## config.mk

```make
export PLATFORM = sky130hd
export DESIGN_NAME = hews_front
export DESIGN_NICKNAME = d
export VERILOG_FILES = /design/src/hews_pkg.sv /design/src/hews_front.sv
export SDC_FILE = /design/constraint.sdc
export NUM_CORES = 1
export LEC_CHECK = 0
export BUFFER_PORTS_ARGS = -buffer_cell sky130_fd_sc_hd__buf_2
export CAP_MARGIN = 25
export CORE_ASPECT_RATIO = 0.6
export CORE_MARGIN = 8
export CORE_UTILIZATION = 45
export CTS_BUF_LIST = sky130_fd_sc_hd__clkbuf_8
export CTS_CLUSTER_DIAMETER = 80
export CTS_CLUSTER_SIZE = 20
export DETAILED_ROUTE_END_ITERATION = 7
export PLACE_DENSITY = 0.76
export SLEW_MARGIN = 20
export SYNTH_ARGS = -nofsm -noshare
export SYNTH_HDL_FRONTEND = slang
export SYNTH_SLANG_ARGS = --single-unit
```

## constraint.sdc

```tcl
create_clock -name clk_i -period 4.7 [get_ports clk_i]
set_input_delay 0.94 -clock clk_i [delete_from_list [all_inputs] [get_ports clk_i]]
set_output_delay 0.94 -clock clk_i [all_outputs]
set_load 0.02 [all_outputs]
```

## src/hews_pkg.sv

```systemverilog
`timescale 1ns / 1ps
package hews_pkg;

  localparam int unsigned COUNT_W  = 31;
  localparam int unsigned BIN_W    = 32;
  localparam int unsigned TOTAL_W  = 40;
  localparam int unsigned SUM_W    = 61;
  localparam int unsigned ENT_W    = 20;
  localparam int unsigned SCORE_W  = 27;
  localparam int unsigned WEIGHT_W = 24;
  localparam int unsigned K_W      = 6;
  localparam int unsigned NORM_W   = 32;

  localparam logic [WEIGHT_W-1:0] WEIGHT_RESET = 24'd171205;

  localparam logic [0:0] REG_ZETA_WEIGHT = 1'b0;

  // one queued bin after classification
  typedef struct packed {
    logic [COUNT_W-1:0] cnt;
    logic               pos;
    logic               last;
  } item_t;

endpackage

```

## src/hews_front.sv

```systemverilog
`timescale 1ns / 1ps
module hews_front (
  input  logic                 clk_i,
  input  logic                 rst_ni,
  input  logic                 in_valid_i,
  output logic                 in_ready_o,
  input  logic [31:0]          in_data_i,
  input  logic                 in_last_i,
  output logic                 q_valid_o,
  output hews_pkg::item_t      q_item_o,
  input  logic                 q_pop_i
);
  import hews_pkg::*;

  item_t       mem_q [2];
  logic [1:0]  vld_q, vld_d;
  logic        wr_q, wr_d, rd_q, rd_d;
  logic        push;
  item_t       item_in;

  always_comb begin
    item_in.cnt  = in_data_i[COUNT_W-1:0];
    item_in.pos  = !in_data_i[BIN_W-1] && (in_data_i != '0);
    item_in.last = in_last_i;
  end

  assign in_ready_o = !vld_q[wr_q];
  assign push       = in_valid_i && in_ready_o;
  assign q_valid_o  = vld_q[rd_q];
  assign q_item_o   = mem_q[rd_q];

  always_comb begin
    vld_d = vld_q;
    wr_d  = wr_q;
    rd_d  = rd_q;
    if (q_pop_i && q_valid_o) begin
      vld_d[rd_q] = 1'b0;
      rd_d        = !rd_q;
    end
    if (push) begin
      vld_d[wr_q] = 1'b1;
      wr_d        = !wr_q;
    end
  end

  always_ff @(posedge clk_i or negedge rst_ni) begin
    if (!rst_ni) begin
      vld_q <= '0;
      wr_q  <= 1'b0;
      rd_q  <= 1'b0;
    end else begin
      vld_q <= vld_d;
      wr_q  <= wr_d;
      rd_q  <= rd_d;
    end
  end

  always_ff @(posedge clk_i) begin
    if (push) mem_q[wr_q] <= item_in;
  end

endmodule

```

==> metrics.cfg <==
[synth]
syn_area_per_cell_um2 = 20.9
synth_fp_nets = 167
synth_compound_area_share_pct = 1.43
muxShareOfSynthArea_pct = 16.8
ys_seq_area_share_pct = 76.6
synth-xor-area-share_pct = 0
ys_ff_latch = 70
yosys.area_share.simple_pct = 3.59
syn_inst = 130
synth_top_family_by_area = multiplexers
synth_cell_type_count = 18
syn_area_um2 = 2720
synthAdderAreaFrac_pct = 0
ys_warn_count = 0

[routing]
wl_met2_um = 2590
wl_per_cell_um = 17.4
vias = 1457
firstDrtPassIters = 4
vias_per_cell = 4.86
wl_met3_um = 399
highest_layer = met4
wl_um = 5230
drt_iter0_drc = 40
drc = 0
ant_nets = 0
wl_met1_um = 2160

[final_layout]
area_growth_pct = 25.1
seqCellArea_um2 = 2080
final_common_cell = buf_2
fin_nets = 248
layout_common_cells = buf_2, edfxtp_1, mux2_4, mux2_2, clkbuf_8
multiInputGateArea_um2 = 604
layout-drive-gt1-share_pct = 57.9
antenna_cells = 0
n_fill_cell = 485

[floorplan]
die-area_um2 = 8860
num_rows = 22
die_h_um = 76.2
core_area_um2 = 5970
start_util_pct = 45.5
ioPinCount = 72
die_x_um = 116

[job]
drv_cap = 0

[critical_path]
arrival_ns = 1.70
cp_cell_sequence = buf_12 > mux2_2 > buf_2
cp-start-kind = flip-flop
cp_num_buf_inv = 2
cpPeakStageDelay_ns = 0.57
timing.rr.start = wr_q
ff2ff_path_depth = 3
reg2reg_setup_slack_ns = 3.18
worst_setup_path_end_kind = output port
critPathKind = reg -> out
cp_slowest_cell = dfrtp_2
timing.rr.end = mem_q[1][0]
path_delay_family = flip-flops
worst-path-max-fanout = 29
cp.required_ns = 3.76

[global_route]
grt_pass1_wl_um = 8220
antenna_found_initial = 0
grt-ovfl-total = 0
grt_start_max_net_pins = 39
grt_usage_pct = 12.4
first_global_vias = 1591

[clock_network]
clk_latency_ns = 0.33
cts_buffers = 9
path_clk_slew_ns = 0.07
ctsHoldBuffers = 0
post-cts-setup-buffers = 0
cts_max_level = 3
post_cts_resized = 0
cts_sinks = 70
cts_tree = yes
cts-root-buf = clkbuf_8
clockBufferDepth = 2

[placed_design]
place_congestion = 0.690
pre_cts_slack_ns = 2.15
hpwl_um = 3610
port-buffer-count = 71

[timing]
rsz0062_at_grt = false
setup_ws_ns = 2.06
period_needed_ns = 2.64
tns_ns = 0
setup_viol_count_final = 0
fmax_mhz = 379
fin_skew_ns = 0.00757
drv_slew = 0
relSlewSlack_pct = 61.6
hold_violations = 0
fin_crit_sh_pct = 56.2
max_slew.worst_pin.slew_ns = 0.570

[power]
leakage_nw = 1.32
p_per_area_nw_per_um2 = 621
ir_worst_vdd_mv = 0.265

[worst_hold_path]
hold_path_class = in -> async

[outcome]
outcome = finished clean

## power by group
group	total [W]	leakage [nW]	internal, W	switching (W)
clock network	0.000508	0.100	0.000295	0.000213
registers	0.000896	0.655	0.000832	0.0000649
logic	0.000709	0.570	0.000311	0.000399
## kinds of logic (layout without fill, tap and decap cells)
logic type / count (synthesis) / count (layout)
muxes: 35 / 35
AOI/OAI and AO/OA: 6 / 6
and+or+nand+nor: 14 / 14
buffers and inverters: 5 / 91
DFF: 70 / 70
## worst register-to-register path, stage by stage, from the launching register on
cell and delay, ns:
dfrtp_1 0.41, inv_1 0.10, nor3b_4 0.21, buf_4 0.44
## registers in the layout (all words and copies together), names as in the netlist
register  cells
mem_q        66
vld_q         2
rd_q          1
wr_q          1
## through the flow
stage          utilization, %  instances  power [W]  hold slack [ns]  cell area (um2)
3_5_place_dp             53.0        283    0.00162            0.578             3170
3_3_place_gp             53.0        283    0.00160            0.562             3170
2_1_floorplan               -        130    0.00141            0.512             2720
5_1_grt                  56.9        300    0.00221            0.384             3400
4_1_cts                  56.6        299    0.00213            0.383             3380
6_report                 56.9        300    0.00211            0.399             3400
## how the worst max path moves through the flow
stage               startpoint     endpoint  slack [ns]  cells after the start
global route              rd_q  q_item_o[8]        1.99                      3
global placement          rd_q  q_item_o[8]        2.15                      2
CTS                       rd_q  q_item_o[8]        1.78                      2
detailed placement        rd_q  q_item_o[8]        2.15                      2
floorplan           in_valid_i  mem_q[0][0]        0.75                      1
finish                    rd_q  q_item_o[8]        2.06                      3
## area by class of cell
class / instances / area share (%)
flip-flops and latches: 70 / 61.3
inverters: 1 / 0.110
well taps: 84 / 3.09
clock inverters: 7 / 2.65
clock buffers: 9 / 3.64
repair buffers: 74 / 11.5
multi-input cells: 55 / 17.8
## per-layer routing
metal  GRT usage [%]  up-vias
li1                -      683
met1            14.2      720
met2            20.5       47
met3            4.19        7
met4            5.79        0
met5               0        -
## cell usage after synthesis (all sizes together)
cell | n | area share [%]
edfxtp | 66 | 73
mux2 | 34 | 16
nor4 | 8 | 1.8
buf | 4 | 1.4
dfrtp | 4 | 3.7
a21o | 2 | 0.55
a21oi | 2 | 0.37
and4 | 2 | 0.64
nor3b | 2 | 0.74
a31oi | 1 | 0.23
inv | 1 | 0.14
mux2i | 1 | 0.37
nand2 | 1 | 0.14
nand2b | 1 | 0.23
o21bai | 1 | 0.28
Power figures use the tool's default switching activity.
